## config.mk

```make
export PLATFORM = sky130hd
export DESIGN_NAME = text_token_scanner_unit
export DESIGN_NICKNAME = d
export VERILOG_FILES = /design/src/rtl/core/tts_pkg.sv /design/src/rtl/core/tts_lexer.sv /design/src/rtl/core/tts_result_fifo.sv /design/src/rtl/core/text_token_scanner_unit.sv
export SDC_FILE = /design/constraint.sdc
export NUM_CORES = 1
export LEC_CHECK = 0
export BUFFER_PORTS_ARGS = -buffer_cell sky130_fd_sc_hd__buf_2
export CAP_MARGIN = 20
export CORE_MARGIN = 1.5
export CORE_UTILIZATION = 45
export CTS_BUF_LIST = sky130_fd_sc_hd__clkbuf_4 sky130_fd_sc_hd__clkbuf_8
export DETAILED_ROUTE_END_ITERATION = 12
export SLEW_MARGIN = 20
export SYNTH_ARGS = -nofsm -noshare
export SYNTH_HDL_FRONTEND = slang
export SYNTH_SLANG_ARGS = --single-unit
```

## constraint.sdc

```tcl
create_clock -name clk_i -period 11.1 [get_ports clk_i]
set_input_delay 0.555 -clock clk_i [delete_from_list [all_inputs] [get_ports clk_i]]
set_output_delay 0.555 -clock clk_i [all_outputs]
set_load 0.02 [all_outputs]
```

## src/rtl/core/tts_pkg.sv

```systemverilog
// Shared types, codes and byte-class functions of the text token scanner.
// Used by the lexer step, the result queue, the top level and the checker.
`default_nettype none

package tts_pkg;

  // Token type codes as they leave on the result stream
  localparam logic [2:0] TOK_END     = 3'd0;
  localparam logic [2:0] TOK_INT     = 3'd1;
  localparam logic [2:0] TOK_DBL     = 3'd2;
  localparam logic [2:0] TOK_IDENT   = 3'd3;
  localparam logic [2:0] TOK_STR     = 3'd4;
  localparam logic [2:0] TOK_PUNCT   = 3'd5;
  localparam logic [2:0] TOK_INVALID = 3'd6;

  // Scan mode codes
  localparam logic [2:0] MODE_IDLE   = 3'd0;
  localparam logic [2:0] MODE_SIGN   = 3'd1;
  localparam logic [2:0] MODE_MANT   = 3'd2;
  localparam logic [2:0] MODE_EXP    = 3'd3;
  localparam logic [2:0] MODE_EXPD   = 3'd4;
  localparam logic [2:0] MODE_IDENT  = 3'd5;
  localparam logic [2:0] MODE_STRING = 3'd6;

  // Register indexes on the configuration port
  localparam logic [1:0] REG_COMMENT_CHARS = 2'd0;
  localparam logic [1:0] REG_IDENT_EXTRA   = 2'd1;
  localparam logic [1:0] REG_WANT_NEWLINE  = 2'd2;

  // Byte constants
  localparam logic [7:0] CH_LOW_E  = 8'h65;
  localparam logic [7:0] CH_UP_E   = 8'h45;
  localparam logic [7:0] CH_LOW_F  = 8'h66;
  localparam logic [7:0] CH_UP_F   = 8'h46;
  localparam logic [7:0] CH_DOT    = 8'h2E;
  localparam logic [7:0] CH_PLUS   = 8'h2B;
  localparam logic [7:0] CH_MINUS  = 8'h2D;
  localparam logic [7:0] CH_CR     = 8'h0D;
  localparam logic [7:0] CH_LF     = 8'h0A;
  localparam logic [7:0] CH_DQUOTE = 8'h22;
  localparam logic [7:0] CH_SQUOTE = 8'h27;
  localparam logic [7:0] CH_UNDER  = 8'h5F;

  localparam int unsigned LINE_W     = 32;
  localparam int unsigned FIELD_POS_W = 32;
  localparam int unsigned OUT_TDATA_W = 104;
  localparam int unsigned FIFO_DEPTH  = 4;

  typedef struct packed {
    logic [2:0] mode;
    logic       seen_dot;
    logic       is_floating;
    logic [7:0] quote_byte;
    logic       in_comment;
    logic       pending_cr;
  } scan_ctl_t;

  typedef struct packed {
    logic [2:0]             tok_type;
    logic [FIELD_POS_W-1:0] tok_start;
    logic [FIELD_POS_W-1:0] tok_stop;
    logic [LINE_W-1:0]      line;
    logic                   last;
  } res_t;

  function automatic logic is_digit(input logic [7:0] ch);
    return (ch >= 8'h30) && (ch <= 8'h39);
  endfunction

  function automatic logic is_space(input logic [7:0] ch);
    return ((ch >= 8'd9) && (ch <= 8'd13)) || (ch == 8'd32);
  endfunction

  function automatic logic is_punct(input logic [7:0] ch);
    return ((ch >= 8'd33) && (ch <= 8'd47)) || ((ch >= 8'd58) && (ch <= 8'd64)) ||
           ((ch >= 8'd91) && (ch <= 8'd96)) || ((ch >= 8'd123) && (ch <= 8'd126));
  endfunction

  function automatic logic is_alpha(input logic [7:0] ch);
    return ((ch >= 8'h41) && (ch <= 8'h5A)) || ((ch >= 8'h61) && (ch <= 8'h7A));
  endfunction

  // Match against four byte lanes; a zero byte never matches
  function automatic logic in_lanes(input logic [31:0] word, input logic [7:0] ch);
    logic hit;
    hit = 1'b0;
    for (int i = 0; i < 4; i++) begin
      if (word[8*i +: 8] == ch) hit = 1'b1;
    end
    return hit && (ch != 8'h00);
  endfunction

  function automatic logic ident_begin(input logic [31:0] extra, input logic [7:0] ch);
    return is_alpha(ch) || (ch == CH_UNDER) || in_lanes(extra, ch);
  endfunction

  function automatic res_t mk_res(input logic [2:0] ty, input logic [FIELD_POS_W-1:0] s,
                                  input logic [FIELD_POS_W-1:0] e,
                                  input logic [LINE_W-1:0] ln);
    res_t r;
    r.tok_type  = ty;
    r.tok_start = s;
    r.tok_stop  = e;
    r.line      = ln;
    r.last      = 1'b0;
    return r;
  endfunction

endpackage

`default_nettype wire

```

## src/rtl/core/tts_lexer.sv

```systemverilog
// One scan step of the tokenizer: comment filter, token state update and
// up to two result tokens per byte. Pure logic; depends on tts_pkg.
`default_nettype none

module tts_lexer import tts_pkg::*; #(
  parameter int unsigned PosW = 32
) (
  input  wire logic [31:0]       comment_chars_i,
  input  wire logic [31:0]       ident_extra_i,
  input  wire logic              want_newline_i,
  input  wire logic              action_i,
  input  wire logic [7:0]        byte_i,
  input  wire logic [PosW-1:0]   pos_i,
  input  scan_ctl_t              ctl_i,
  input  wire logic [PosW-1:0]   start_pos_i,
  input  wire logic [PosW-1:0]   last_pos_i,
  input  wire logic [LINE_W-1:0] line_i,
  output scan_ctl_t              ctl_o,
  output logic [PosW-1:0]        start_pos_o,
  output logic [PosW-1:0]        last_pos_o,
  output logic [LINE_W-1:0]      line_o,
  output res_t                   res0_o,
  output res_t                   res1_o,
  output logic [1:0]             res_cnt_o
);

  logic                   is_end;
  logic [7:0]             ch;
  logic [FIELD_POS_W-1:0] p_w, start_w, last_w;
  logic                   run, finish, go_idle;
  logic                   e1_v, e2_v;
  res_t                   e1, e2;

  assign is_end  = action_i | (byte_i == 8'h00);
  assign ch      = is_end ? 8'h00 : byte_i;
  assign p_w     = FIELD_POS_W'(pos_i);
  assign start_w = FIELD_POS_W'(start_pos_i);
  assign last_w  = FIELD_POS_W'(last_pos_i);

  always_comb begin
    ctl_o       = ctl_i;
    start_pos_o = start_pos_i;
    last_pos_o  = last_pos_i;
    line_o      = line_i;
    run         = 1'b0;
    finish      = 1'b0;
    go_idle     = 1'b0;
    e1_v        = 1'b0;
    e2_v        = 1'b0;
    e1          = '0;
    e2          = '0;

    // Comment filter
    if (is_end) begin
      ctl_o.in_comment = 1'b0;
      run = 1'b1;
    end else if (ctl_i.in_comment) begin
      if ((ch == CH_CR) || (ch == CH_LF)) begin
        ctl_o.in_comment = 1'b0;
        run = 1'b1;
      end
    end else if (in_lanes(comment_chars_i, ch)) begin
      ctl_o.in_comment = 1'b1;
    end else begin
      run = 1'b1;
    end

    // Open token modes
    if (run) begin
      case (ctl_i.mode)
        MODE_SIGN: begin
          if (!is_end && ((ch == CH_DOT) || is_digit(ch))) begin
            ctl_o.seen_dot    = (ch == CH_DOT);
            ctl_o.is_floating = (ch == CH_DOT);
            last_pos_o        = pos_i;
            ctl_o.mode        = MODE_MANT;
          end else begin
            e1_v    = 1'b1;
            e1      = mk_res(TOK_PUNCT, start_w, start_w, line_i);
            go_idle = 1'b1;
          end
        end
        MODE_MANT: begin
          if (is_end) begin
            finish = 1'b1;
          end else if (ch == CH_DOT) begin
            if (ctl_i.seen_dot) begin
              e1_v       = 1'b1;
              e1         = mk_res(TOK_INVALID, start_w, p_w, line_i);
              ctl_o.mode = MODE_IDLE;
            end else begin
              ctl_o.seen_dot    = 1'b1;
              ctl_o.is_floating = 1'b1;
              last_pos_o        = pos_i;
            end
          end else if (is_digit(ch)) begin
            last_pos_o = pos_i;
          end else if ((ch == CH_LOW_E) || (ch == CH_UP_E)) begin
            ctl_o.is_floating = 1'b1;
            last_pos_o        = pos_i;
            ctl_o.mode        = MODE_EXP;
          end else begin
            finish = 1'b1;
          end
        end
        MODE_EXP: begin
          if (!is_end && ((ch == CH_PLUS) || (ch == CH_MINUS) || is_digit(ch))) begin
            last_pos_o = pos_i;
            ctl_o.mode = MODE_EXPD;
          end else begin
            finish = 1'b1;
          end
        end
        MODE_EXPD: begin
          if (!is_end && is_digit(ch)) begin
            last_pos_o = pos_i;
          end else begin
            finish = 1'b1;
          end
        end
        MODE_IDENT: begin
          if (!is_end && (ident_begin(ident_extra_i, ch) || is_digit(ch))) begin
            last_pos_o = pos_i;
          end else begin
            e1_v    = 1'b1;
            e1      = mk_res(TOK_IDENT, start_w, last_w, line_i);
            go_idle = 1'b1;
          end
        end
        MODE_STRING: begin
          if (is_end) begin
            e1_v    = 1'b1;
            e1      = mk_res(TOK_INVALID, start_w, last_w, line_i);
            go_idle = 1'b1;
          end else if (ch == ctl_i.quote_byte) begin
            e1_v       = 1'b1;
            e1         = mk_res(TOK_STR, start_w, p_w, line_i);
            ctl_o.mode = MODE_IDLE;
          end else begin
            last_pos_o = pos_i;
          end
        end
        default: begin
          go_idle = 1'b1;
        end
      endcase
    end

    // Close a number: f suffix, clean delimiter or trailing junk
    if (finish) begin
      ctl_o.mode = MODE_IDLE;
      e1_v       = 1'b1;
      if (!is_end && ((ch == CH_LOW_F) || (ch == CH_UP_F))) begin
        e1 = mk_res(TOK_DBL, start_w, p_w, line_i);
      end else if (is_end || is_space(ch) || is_punct(ch)) begin
        e1 = mk_res(ctl_i.is_floating ? TOK_DBL : TOK_INT, start_w, last_w, line_i);
        go_idle = 1'b1;
      end else begin
        e1 = mk_res(TOK_INVALID, start_w, p_w, line_i);
      end
    end

    // Between tokens: count lines, open tokens, emit one-byte tokens and the end token
    if (go_idle) begin
      ctl_o.pending_cr = 1'b0;
      ctl_o.mode       = MODE_IDLE;
      if (is_end) begin
        e2_v = 1'b1;
        e2   = mk_res(TOK_END, p_w, p_w, line_i);
      end else if (!((ch == CH_LF) && ctl_i.pending_cr)) begin
        if (is_space(ch)) begin
          if ((ch == CH_CR) || (ch == CH_LF)) begin
            if (line_i != '1) line_o = line_i + LINE_W'(1);
            ctl_o.pending_cr = (ch == CH_CR);
            if (want_newline_i) begin
              e2_v = 1'b1;
              e2   = mk_res(TOK_PUNCT, p_w, p_w, line_o);
            end
          end
        end else if (is_digit(ch) || (ch == CH_DOT)) begin
          start_pos_o       = pos_i;
          last_pos_o        = pos_i;
          ctl_o.mode        = MODE_MANT;
          ctl_o.seen_dot    = (ch == CH_DOT);
          ctl_o.is_floating = (ch == CH_DOT);
        end else if (ident_begin(ident_extra_i, ch)) begin
          start_pos_o = pos_i;
          last_pos_o  = pos_i;
          ctl_o.mode  = MODE_IDENT;
        end else if ((ch == CH_DQUOTE) || (ch == CH_SQUOTE)) begin
          start_pos_o      = pos_i;
          last_pos_o       = pos_i;
          ctl_o.mode       = MODE_STRING;
          ctl_o.quote_byte = ch;
        end else if ((ch == CH_PLUS) || (ch == CH_MINUS)) begin
          start_pos_o = pos_i;
          last_pos_o  = pos_i;
          ctl_o.mode  = MODE_SIGN;
        end else if (is_punct(ch)) begin
          e2_v = 1'b1;
          e2   = mk_res(TOK_PUNCT, p_w, p_w, line_i);
        end else begin
          e2_v = 1'b1;
          e2   = mk_res(TOK_INVALID, p_w, p_w, line_i);
        end
      end
    end
  end

  // Pack results in order; the final one carries last
  always_comb begin
    res0_o      = e1_v ? e1 : e2;
    res0_o.last = !(e1_v && e2_v);
    res1_o      = e2;
    res1_o.last = 1'b1;
    res_cnt_o   = {1'b0, e1_v} + {1'b0, e2_v};
  end

endmodule

`default_nettype wire

```

## src/rtl/core/tts_result_fifo.sv

```systemverilog
// Small result queue: takes up to two tokens per cycle, hands out one.
// Depends on tts_pkg for the token record.
`default_nettype none

module tts_result_fifo import tts_pkg::*; (
  input  wire logic       clk_i,
  input  wire logic       rst_ni,
  input  wire logic [1:0] wr_cnt_i,
  input  res_t            wr0_i,
  input  res_t            wr1_i,
  output logic            room2_o,
  output logic            rd_valid_o,
  output res_t            rd_data_o,
  input  wire logic       rd_en_i
);

  localparam int unsigned AW = $clog2(FIFO_DEPTH);
  localparam int unsigned CW = $clog2(FIFO_DEPTH + 1);

  res_t          mem_q [FIFO_DEPTH];
  logic [AW-1:0] wr_ptr_q, rd_ptr_q, wr_ptr_d, rd_ptr_d, wr_next;
  logic [CW-1:0] cnt_q, cnt_d;
  logic          pop;

  assign pop        = rd_en_i && (cnt_q != '0);
  assign wr_next    = AW'(wr_ptr_q + 1'b1);
  assign wr_ptr_d   = AW'(wr_ptr_q + wr_cnt_i);
  assign rd_ptr_d   = AW'(rd_ptr_q + pop);
  assign cnt_d      = CW'(cnt_q + CW'(wr_cnt_i) - CW'(pop));
  assign room2_o    = (cnt_q <= CW'(FIFO_DEPTH - 2));
  assign rd_valid_o = (cnt_q != '0);
  assign rd_data_o  = mem_q[rd_ptr_q];

  always_ff @(posedge clk_i) begin
    if (wr_cnt_i != 2'd0) mem_q[wr_ptr_q] <= wr0_i;
    if (wr_cnt_i == 2'd2) mem_q[wr_next]  <= wr1_i;
  end

  always_ff @(posedge clk_i or negedge rst_ni) begin
    if (!rst_ni) begin
      wr_ptr_q <= '0;
      rd_ptr_q <= '0;
      cnt_q    <= '0;
    end else begin
      wr_ptr_q <= wr_ptr_d;
      rd_ptr_q <= rd_ptr_d;
      cnt_q    <= cnt_d;
    end
  end

endmodule

`default_nettype wire

```

## src/rtl/core/text_token_scanner_unit.sv

```systemverilog
// Text token scanner: one byte per input beat, zero to two token beats out.
// A token beat is offered from the result queue after its byte has passed the input register.
// Throughput: one byte per cycle while the result queue has room for two tokens; a byte
// that yields two tokens gives two output beats, absorbed by a four-entry result queue.
// Reset (rst_ni, async, active low): scanner idle, line 1, position 0,
// all configuration registers zero, queue empty.
`default_nettype none

module text_token_scanner_unit import tts_pkg::*; #(
  parameter int unsigned POSITION_BITS = 32
) (
  input  wire logic                   clk_i,
  input  wire logic                   rst_ni,
  // Byte stream in
  input  wire logic                   s_axis_tvalid,
  output logic                        s_axis_tready,
  input  wire logic [7:0]             s_axis_tdata,  // [7:0] data_byte
  input  wire logic                   s_axis_tuser,  // [0] action (1 = end of input)
  // Token stream out
  output logic                        m_axis_tvalid,
  input  wire logic                   m_axis_tready,
  // [2:0] token_type, [34:3] token_start, [66:35] token_end,
  // [98:67] line_number, [103:99] zero
  output logic [OUT_TDATA_W-1:0]      m_axis_tdata,
  output logic                        m_axis_tlast,  // last token of the byte beat
  // Configuration port
  input  wire logic                   psel,
  input  wire logic                   penable,
  input  wire logic                   pwrite,
  input  wire logic [3:0]             paddr,
  input  wire logic [31:0]            pwdata,
  output logic [31:0]                 prdata,
  output logic                        pready
);

  // Positions saturate at the smaller of the parameter width and 32 bits
  localparam int unsigned PosW = (POSITION_BITS < 32) ? POSITION_BITS : 32;

  // ---------------------------------------------------------------------------
  // Configuration registers
  // ---------------------------------------------------------------------------
  logic [31:0] comment_chars_q, ident_extra_q;
  logic        want_newline_q;
  logic        cfg_wr;

  assign pready = 1'b1;
  assign cfg_wr = psel && penable && pwrite && pready;

  always_ff @(posedge clk_i or negedge rst_ni) begin
    if (!rst_ni) begin
      comment_chars_q <= '0;
      ident_extra_q   <= '0;
      want_newline_q  <= 1'b0;
    end else if (cfg_wr) begin
      // Addresses beyond the three registers drop the write
      case (paddr[3:2])
        REG_COMMENT_CHARS: comment_chars_q <= pwdata;
        REG_IDENT_EXTRA:   ident_extra_q   <= pwdata;
        REG_WANT_NEWLINE:  want_newline_q  <= pwdata[0];
        default: ;
      endcase
    end
  end

  always_comb begin
    case (paddr[3:2])
      REG_COMMENT_CHARS: prdata = comment_chars_q;
      REG_IDENT_EXTRA:   prdata = ident_extra_q;
      REG_WANT_NEWLINE:  prdata = {31'd0, want_newline_q};
      default:           prdata = '0;
    endcase
  end

  // ---------------------------------------------------------------------------
  // Input register: hold one byte beat until the queue has room for two tokens
  // ---------------------------------------------------------------------------
  logic       in_valid_q;
  logic       in_action_q;
  logic [7:0] in_byte_q;
  logic       in_take, consume, room2;

  assign consume       = in_valid_q && room2;
  assign s_axis_tready = !in_valid_q || consume;
  assign in_take       = s_axis_tvalid && s_axis_tready;

  always_ff @(posedge clk_i or negedge rst_ni) begin
    if (!rst_ni) begin
      in_valid_q <= 1'b0;
    end else if (in_take) begin
      in_valid_q <= 1'b1;
    end else if (consume) begin
      in_valid_q <= 1'b0;
    end
  end

  always_ff @(posedge clk_i) begin
    if (in_take) begin
      in_action_q <= s_axis_tuser;
      in_byte_q   <= s_axis_tdata;
    end
  end

  // ---------------------------------------------------------------------------
  // Scanner state; advances only when a held byte is consumed
  // ---------------------------------------------------------------------------
  scan_ctl_t         ctl_q, ctl_d;
  logic [PosW-1:0]   start_pos_q, start_pos_d;
  logic [PosW-1:0]   last_pos_q, last_pos_d;
  logic [PosW-1:0]   byte_pos_q;
  logic [LINE_W-1:0] line_q, line_d;
  res_t              res0, res1;
  logic [1:0]        res_cnt;

  tts_lexer #(
    .PosW (PosW)
  ) u_lexer (
    .comment_chars_i (comment_chars_q),
    .ident_extra_i   (ident_extra_q),
    .want_newline_i  (want_newline_q),
    .action_i        (in_action_q),
    .byte_i          (in_byte_q),
    .pos_i           (byte_pos_q),
    .ctl_i           (ctl_q),
    .start_pos_i     (start_pos_q),
    .last_pos_i      (last_pos_q),
    .line_i          (line_q),
    .ctl_o           (ctl_d),
    .start_pos_o     (start_pos_d),
    .last_pos_o      (last_pos_d),
    .line_o          (line_d),
    .res0_o          (res0),
    .res1_o          (res1),
    .res_cnt_o       (res_cnt)
  );

  always_ff @(posedge clk_i or negedge rst_ni) begin
    if (!rst_ni) begin
      ctl_q       <= '0;
      start_pos_q <= '0;
      last_pos_q  <= '0;
      byte_pos_q  <= '0;
      line_q      <= LINE_W'(1);
    end else if (consume) begin
      ctl_q       <= ctl_d;
      start_pos_q <= start_pos_d;
      last_pos_q  <= last_pos_d;
      line_q      <= line_d;
      // Every data byte takes a position, zero bytes too; end by action does not
      if (!in_action_q && (byte_pos_q != '1)) begin
        byte_pos_q <= byte_pos_q + PosW'(1);
      end
    end
  end

  // ---------------------------------------------------------------------------
  // Result queue and output packing
  // ---------------------------------------------------------------------------
  res_t head;

  tts_result_fifo u_fifo (
    .clk_i      (clk_i),
    .rst_ni     (rst_ni),
    .wr_cnt_i   (consume ? res_cnt : 2'd0),
    .wr0_i      (res0),
    .wr1_i      (res1),
    .room2_o    (room2),
    .rd_valid_o (m_axis_tvalid),
    .rd_data_o  (head),
    .rd_en_i    (m_axis_tready)
  );

  assign m_axis_tdata = {5'd0, head.line, head.tok_stop, head.tok_start, head.tok_type};
  assign m_axis_tlast = head.last;

endmodule

`default_nettype wire

```

* Word-level counts from Yosys, hierarchy flattened *
Memory sizes are Yosys's and may differ from the RTL's.
Index checks and enable logic that the tools add are counted.

storage, ports and cells
  bits in registers = 225
  memory bits (writable) = 400
  input bits = 52
  output and inout bits = 140
  logic and storage cells = 311
  memories = 1

cells by class
  add/sub/neg operators = 8
  order comparisons = 17
  equality and inequality tests = 41
  mux-type cells = 153
  bitwise gates (word level) = 6
  reduce and logical (&&, ||, !) cells = 66

memories
  memory        words  width  read ports  clocked after Yosys merged registers in  write ports  RTL line               RTL
  u_fifo.mem_q  4      100    1           0                                        2            tts_result_fifo.sv:20  res_t mem_q [FIFO_DEPTH];

operators with widths
  kind                                                                                 count
  100-bit 2-to-1 mux                                                                   21
  32-bit 2-to-1 mux                                                                    25
  100-bit one-hot mux with 4 select lines                                              1
  99-bit 2-to-1 mux                                                                    2
  32-bit one-hot mux with 6 select lines                                               1
  32-bit one-hot mux with 3 select lines                                               1
  8-bit == test                                                                        9
  1-bit 2-to-1 mux                                                                     72
  32-bit by 1-bit adder with 32-bit output, second input constant                      2
  32-bit != test, second input constant                                                2
  13-bit 2-to-1 mux                                                                    4
  8-bit by 6-bit == test with 1-bit output, second input constant                      6
  8-bit by 7-bit == test with 1-bit output, second input constant                      5
  8-bit by 7-bit <= comparator with 1-bit output, second input constant                5
  3-bit 2-to-1 mux                                                                     11
  8-bit by 7-bit greater-or-equal comparator with 1-bit output, second input constant  4
  8-bit 2-to-1 mux                                                                     4
  8-bit by 6-bit greater-or-equal comparator with 1-bit output, second input constant  3
  1-bit logical AND                                                                    24
  1-bit logical OR                                                                     19
  8-bit by 4-bit == test with 1-bit output, second input constant                      2
  8-bit by 6-bit <= comparator with 1-bit output, second input constant                2
  5-bit 2-to-1 mux                                                                     3
  4-bit by 1-bit != test with 1-bit output, second input constant                      3
  other kinds (37)                                                                     60

* Longest topological paths before layout *
Gate-level depths: netlist of the first run.

  word-level depth = 39
  depth in mapped cells = 24
  depth with buffers taken out = 16

* Cells and area by module *
A second synthesis of the first run with hierarchy kept.

unflattened totals
  cell total of the unflattened synthesis = 2735
  area, all modules = 37323.3 sq um

modules (own cells, without submodules)
  module                   instances  cells an instance  area each (sq um)  sequential area each (sq um)
  tts_result_fifo          1          1008               20794.9            12186.7
  text_token_scanner_unit  1          626                8949.8             5501.5
  tts_lexer                1          1101               7578.5             0.0

* Least setup slack after synthesis of the first run *
Ideal clock, no wire load.

  path kind = flip-flop to flip-flop
  start point = register in_byte_q[5]
  end point = memory u_fifo.mem_q[2][98] (netlist name) (data pin)
  setup time = 152 ps
  data arrival time = 6863 ps
  required time = 10948 ps
  setup slack = 4084 ps
  cell stages (with the launch flop) = 23
  path buffers = 8
  clock period less this slack = 7016 ps
  cell sequence = edfxtp_1 buf_2 o21ba_1 o32ai_1 o32ai_1 o32a_1 a221o_1 and3_1 and2_1 buf_2 buf_6 buf_6 ha_1 clkbuf_1 o21ai_0 or2_2 clkbuf_1 nand2_1 o31a_1 buf_4 buf_2 nand2_1 o21ai_0

RTL lines
  item                      RTL line                       RTL
  start: declaration        text_token_scanner_unit.sv:79  logic [7:0] in_byte_q;
  start signal: assignment  text_token_scanner_unit.sv:99  in_byte_q <= s_axis_tdata;
  end: declaration          tts_result_fifo.sv:20

==> results of run 1 <==
## critical path, stage by stage (launching register included)
cell and delay (ps):
edfxtp_1 330, buf_4 400, nand2b_1 380, nand4b_1 630, and3_1 360, buf_4 340
or3b_1 460, a21oi_2 210, o211a_4 250, or2_2 330, inv_1 170, ha_1 470
nand2_1 210, nand2_1 130, nand3_1 270, nand2_4 590, o31a_2 840, buf_4 650
and3_1 300, a211o_1 120
## routing by layer
layer | track usage [%] | part of all wire [%] | vias to the layer above
li1 | - | - | 10977
met1 | 35.2 | 41 | 12799
met2 | 42.7 | 47 | 1307
met3 | 4.30 | 7.8 | 279
met4 | 11.7 | 3.8 | 2
met5 | 0 | 0.011 | -
## through the flow
| stage | setup slack (ps) | instance area [µm²] |
|---|---|---|
| 2_1_floorplan | 4080 | 33700 |
| 3_3_place_gp | 3770 | 35100 |
| 3_5_place_dp | 3660 | 35100 |
| 4_1_cts | 3630 | 37500 |
| 5_1_grt | 3200 | 37500 |
| 6_report | 3420 | 37500 |
## layout make-up
class | count | area (µm²)
fillers | 6584 | 36800
clock buffers | 156 | 1940
repair buffers | 246 | 1470
well taps | 969 | 1210
clock inverters | 45 | 300
inverters | 21 | 78.8
flip-flops and latches | 625 | 17700
diodes | 2 | 5.00
multi-input cells | 1875 | 14800
## power by group through the flow
stage	logic (mW)	clock network [mW]	registers, mW
floorplan	2.27	0	3.21
global placement	3.27	0	3.32
detailed placement	3.30	0	3.35
CTS	3.31	2.20	3.30
global route	3.49	2.31	3.35
finish	3.32	2.16	3.30
## registers in the layout, indices dropped and copies added (netlist names)
name / flops
ident_extra_q: 32
want_newline_q: 1
u_fifo.wr_ptr_q: 2
in_byte_q: 8
line_q: 32
in_action_q: 1
comment_chars_q: 32
u_fifo.mem_q: 400
u_fifo.rd_ptr_q: 2
last_pos_q: 32
in_valid_q: 1
u_fifo.cnt_q: 3
ctl_q: 15
start_pos_q: 32
byte_pos_q: 32
## how the worst max path moves through the flow
stage                 startpoint                  end  slack [ps]  cells after the start
floorplan           in_byte_q[5]  u_fifo.mem_q[2][98]        4080                     22
global placement     in_action_q  u_fifo.mem_q[3][36]        3770                     19
detailed placement  in_byte_q[1]  u_fifo.mem_q[3][33]        3660                     19
CTS                 in_byte_q[1]  u_fifo.mem_q[3][33]        3630                     19
global route        in_byte_q[1]  u_fifo.mem_q[3][33]        3200                     19
finish              in_byte_q[1]  u_fifo.mem_q[3][33]        3420                     19
## cells by family after synthesis
| kind of cell | count (synthesis) | share of synthesized area [%] |
|---|---|---|
| and+or+nand+nor | 825 | 12.7 |
| AOI/OAI and AO/OA | 662 | 15.7 |
| DFF | 625 | 52.3 |
| buffers and inverters | 299 | 4.01 |
| muxes | 269 | 12.2 |
| xor gates and xnor gates | 104 | 2.70 |
| adders and majority gates | 9 | 0.356 |
| other | 2 | 0.0223 |
## repair_timing
| item | in CTS | in global routing |
|---|---|---|
| endpoints found under the setup margin | 0 | 0 |
| hold endpoints to repair | 103 | 0 |
| hold buffers | 10 | 0 |
## cells in the final DEF (no fill, tap or decap), types with 12 or more instances in the layout
cell | netlist | final
inv_1 | 21 | 21
buf_4 | 22 | 50
or3_1 | 19 | 19
nor4_1 | 13 | 13
a22oi_1 | 32 | 32
nor3_1 | 61 | 59
dfrtp_1 | 215 | 213
clkinv_1 | 0 | 20
a21o_1 | 132 | 132
a31oi_1 | 20 | 20
clkbuf_8 | 0 | 123
edfxtp_1 | 405 | 405
nor4bb_1 | 15 | 15
clkinv_2 | 0 | 16
and3_1 | 151 | 151
nor2_1 | 258 | 257
xnor2_1 | 54 | 54
nand2_1 | 124 | 120
nand3_1 | 52 | 52
buf_2 | 62 | 181
o2bb2ai_1 | 16 | 16
a211o_1 | 130 | 130
mux2i_1 | 35 | 35
or2_2 | 13 | 13
o21ai_0 | 34 | 34
xor2_1 | 50 | 50
clkbuf_4 | 0 | 33
a21oi_1 | 36 | 36
o32ai_1 | 30 | 30
and2_1 | 15 | 14
mux4_2 | 100 | 100
nand4_1 | 30 | 30
nand2b_1 | 12 | 12
a22o_1 | 101 | 101
mux2_2 | 133 | 133
==> results.yml, run 1 <==
critical_path:
  critical_path.max_fanout: 39
  worstPathArrival_ps: 8250
  critical_path_class: "reg2reg"
  timing.rr.end: "u_fifo.mem_q[3][33]"
  timing.critical_path.from_type: "flip-flop"
  worst_r2r_path_depth: 19
  timing.critical_path.required_ps: 11670
  launching_point_of_the_worst_reg2reg_path: "in_byte_q[1]"
  critical_path.endpoint_type: "flip-flop"
  ff2ff_setup_slack_ps: 3420
cts:
  clk_latency_ps: 720
  clk_pin_slew_ps: 60
  cts.repair_timing.setup_buffer_count: 0
  post_cts_resize_count: 0
  clockRootBuffer: "clkbuf_8"
  tritoncts: "built"
  clock_tree_buffer_depth: 3
  cts_buffers: 106
  tritoncts_num_sinks: 625
  cts-htree-levels: 3
place:
  port_buffers: 183
  numPlacedInstances: 3725
  finalWeightedCongestion: 0.854
  dp_hpwl_mm: 57.7
job:
  drv_cap: 0
final_layout:
  fin_nets: 2936
  synthToLayoutAreaGrowth_pct: 11.2
  finalCoreUtilization_pct: 50.4
  drive_gt1_share_pct: 23.8
  post_layout_nonfiller_instances: 3939
logic_synthesis:
  most_instantiated_cells_after_synthesis: "edfxtp_1, nor2_1, dfrtp_1, clkbuf_1, and3_1"
  synth_edf_count: 405
  postSynthCellCount: 2795
  netlist_top_cells_area: "edfxtp_1, dfrtp_1, mux4_2"
  post_synth.cell_area_avg_um2: 12.1
  post_synth_instance_area_mm2: 0.0337
  yosys_register_bits: 625
  synth_top_area_share_pct: 36.1
  synth_cell_type_count: 101
  synth_largest_area_cell: "edfxtp_1"
  async_reset_ff_share_pct: 34.6
  post-synth-top-count-cell: "edfxtp_1"
  yosys_most_used_dff: "edfxtp_1"
  ys_warn_count: 0
  yosysSeqAreaShare_pct: 52.3
global_route:
  grt_antenna_before_repair: 4
  global_route_usage_sum_pct: 26.4
  global_route_wire_length_before_repair_mm: 155
  grt_remaining_overflow: 0
  pin_count_of_the_biggest_net_entering_global_routing: 131
  first_global_vias: 25379
route:
  dr_total_vias: 25364
  postRouteAntennaNets: 0
  wire_per_inst_um: 26.0
  detailed_router_iteration_count_before_antenna_repair: 5
  drt_first_iter_violations: 2429
  avgViaCountPerCell: 6.44
  finalWirelength_mm: 103
  post-route-drc-count: 0
sta:
  finalSetupViolCount: 0
  finalCriticalPeriod_ps: 7680
  unrepaired_setup_endpoints_after_global_routing: "false"
  max_slew_margin_pct: 18.4
  post-route-period-util_pct: 69.2
  hold_viol_final: 0
  slew_viol_final: 0
  clock.fmax_mhz: 130
  actual_slew_at_the_worst_max_slew_pin_ps: 1220
  timing.setup.tns_ps: 0
  hold_ws_ps: 67.1
  final.setup_skew_ps: 48.4
floorplan:
  initial_core_util_pct: 45.4
  die_h_um: 277
  design.die.area_mm2: 0.0766
  placementRows: 100
  floorplan.die.width_um: 277
  core-area_mm2: 0.0743
  pin_count: 192
pwr:
  power_frac_comb_pct: 37.8
  p_total_mw: 8.79
  power.switching_mw: 3.54
  intPower_mw: 5.24
  power.ir.vdd_worst_mv: 0.266
  power.clock.fraction_pct: 24.6
  power.density_cell_area_mw_per_mm2: 234
  power_leakage_nw: 16.4
  seq_power_share_pct: 37.6
  p_sw_share_pct: 40.3
min_path:
  hold_start: "s_axis_tvalid"
  hold_class: "in2reg"
  hold-path-cell-count: 2
  worstHoldEndpoint: "in_valid_q"
run_status:
  run_status: "finished clean"
Note: power is estimated with default switching activity, not from simulation.
==> inputs of run 2 (changes only) <==
- clock period: 11.1 -> 7.6 ns (I/O delays scaled with it)
==> results.yml, run 2 (synthesis gave the netlist of run 1 again) <==
critical_path:
  worstPathArrival_ps: 7000
  cp_slowest_stage_delay_ps: 740
  critical_path.endpoint_type: "flip-flop"
  critPathMostFrequentCell: "buf_4"
  ff2ff_setup_slack_ps: 1190
  critical_path_class: "reg2reg"
  critical_path.max_fanout: 35
  sequence_of_cells_on_the_critical_path: "buf_4 -> nor2_1 -> nand4b_1 -> buf_4 -> and3_1 -> buf_4 -> or3b_1 -> a21oi_2 -> o211a_4 -> or2_2 -> inv_1 -> ha_1 -> nand2_1 -> nand2_1 -> nand3_1 -> nand2_4 -> o31a_2 -> buf_4 -> and3_1 -> a211o_1"
  launching_point_of_the_worst_reg2reg_path: "in_byte_q[0]"
  worst_setup_startpoint: "in_byte_q[0]"
  timing.critical_path.required_ps: 8190
  timing.critical_path.slowest_stage_cell: "edfxtp_1"
  cp_top_family: "simple AND/OR/NAND/NOR gates"
  timing.critical_path.from_type: "flip-flop"
  cp.buffers_inverters: 5
final_layout:
  most_common_cell_after_layout_fill_and_taps_aside: "edfxtp_1"
  largest_reg_flops: 400
  fin_nets: 2986
  layout.cell_area.non_filler_mm2: 0.0380
  finalCoreUtilization_pct: 51.1
  num-fill-cells: 6533
  synthToLayoutAreaGrowth_pct: 12.7
  layout.cells.most_common_list: "edfxtp_1, nor2_1, dfrtp_1"
  top_register: "u_fifo.mem_q"
  drive_gt1_share_pct: 24.0
place:
  dp_hpwl_mm: 60.0
  port_buffers: 183
  place_area_mm2: 0.0353
  finalWeightedCongestion: 0.871
run_status:
  run_status: "finished clean"
sta:
  unrepaired_setup_endpoints_after_global_routing: "false"
  hold_viol_final: 0
  finalCriticalPeriod_ps: 6410
  slew_viol_final: 0
  max_slew_margin_pct: 26.5
  timing.setup.tns_ps: 0
  hold_ws_ps: 145
  clock.fmax_mhz: 156
  post-route-period-util_pct: 84.3
  final.setup_skew_ps: 53.5
  actual_slew_at_the_worst_max_slew_pin_ps: 1090
  finalSetupViolCount: 0
route:
  avgViaCountPerCell: 6.39
  post-route-drc-count: 0
  detailed_router_iteration_count_before_antenna_repair: 6
  finalWirelength_mm: 103
  dr_total_vias: 25457
  drt_first_iter_violations: 2533
  postRouteAntennaNets: 0
  wire_per_inst_um: 25.8
global_route:
  global_route_wire_length_before_repair_mm: 156
  pin_count_of_the_biggest_net_entering_global_routing: 130
  grt_antenna_before_repair: 3
  global_route_usage_sum_pct: 26.4
  first_global_vias: 25413
  grt_remaining_overflow: 0
min_path:
  hold_class: "in2reg"
  hold_start: "m_axis_tready"
cts:
  clockRootBuffer: "clkbuf_8"
  tritoncts_num_sinks: 625
  tritoncts: "built"
  cts-htree-levels: 3
  clk_pin_slew_ps: 60
  clock_tree_buffer_depth: 3
  cts_buffers: 106
  cts.repair_timing.setup_buffer_count: 0
  clk_latency_ps: 730
pwr:
  power.switching_mw: 5.19
  power.density_cell_area_mw_per_mm2: 341
  p_total_mw: 12.9
  seq_power_share_pct: 37.6
  power_frac_comb_pct: 37.8
  p_sw_share_pct: 40.1
  power.clock.fraction_pct: 24.6
  power_leakage_nw: 16.7
  intPower_mw: 7.76
  power.ir.vdd_worst_mv: 0.327
job:
  drv_cap: 0
floorplan:
  initial_core_util_pct: 45.4
  core-area_mm2: 0.0743
  design.die.area_mm2: 0.0766
  floorplan.die.width_um: 277
  placementRows: 100
  pin_count: 192
  die_h_um: 277
-- run 2: cell count changes in the layout (fill, tap and decap cells not counted), sizes merged --
cell	previous run	this run
bufinv	3	2
dlygate4sd3	10	43
buf	236	253
clkinvlp	4	0
clkbuf	156	168
clkinv	36	26
-- run 2: cell type report --
| class | instances | area [µm²] | area share (%) |
|---|---|---|---|
| sequential | 625 | 17700 | 46.4 |
| multi-input combinational | 1875 | 14800 | 39.0 |
| clock buffer | 168 | 2060 | 5.41 |
| timing repair buffer | 296 | 1990 | 5.23 |
| tap | 969 | 1210 | 3.19 |
| clock inverter | 30 | 205 | 0.540 |
| inverter | 21 | 78.8 | 0.207 |
| antenna | 2 | 5.00 | 0.0132 |
-- run 2: final timing paths --
check / end / cells after the start
max reg2reg: u_fifo.mem_q[3][59] / 20
min: u_fifo.rd_ptr_q[0] / 3
min reg2reg: u_fifo.mem_q[3][0] / 1
max in group asynchronous: start_pos_q[14] / 3
min in group asynchronous: comment_chars_q[25] / 2
max: u_fifo.mem_q[3][59] / 20
-- run 2: layer usage --
metal | GRT usage, % | wire (µm) | vias to the layer above | share of wire [%]
met1 | 36.4 | 43400 | 12878 | 42
met2 | 42.4 | 48400 | 1276 | 47
li1 | - | - | 11081 | -
met4 | 9.37 | 2850 | 2 | 2.8
met3 | 4.37 | 8180 | 220 | 7.9
met5 | 0 | 13 | - | 0.013
-- run 2: tightest hold or removal path, cell delays in order --
cell and delay [ps]:
buf_2 70, and2_1 200, ha_1 150
-- run 2: repair_timing --
item                      4_1_cts  5_1_grt
hold endpoints to repair      125        0
gates resized for setup         0        0
hold buffers                   43        0
-- run 2: stage by stage --
| stage | std cells | setup WS, ps |
|---|---|---|
| after floorplan | 2799 | 584 |
| after global placement | 3743 | 1380 |
| after detailed placement | 3743 | 1340 |
| after CTS | 3984 | 1310 |
| after global routing | 3985 | 842 |
| final | 3986 | 1190 |
-- run 2: power groups by stage --
stage | Combinational (mW) | Clock, mW | Sequential, mW
final | 4.89 | 3.19 | 4.87
after global routing | 5.15 | 3.38 | 4.94
after CTS | 4.87 | 3.24 | 4.87
after detailed placement | 4.84 | 0 | 4.93
after global placement | 4.80 | 0 | 4.88
after floorplan | 3.32 | 0 | 4.69
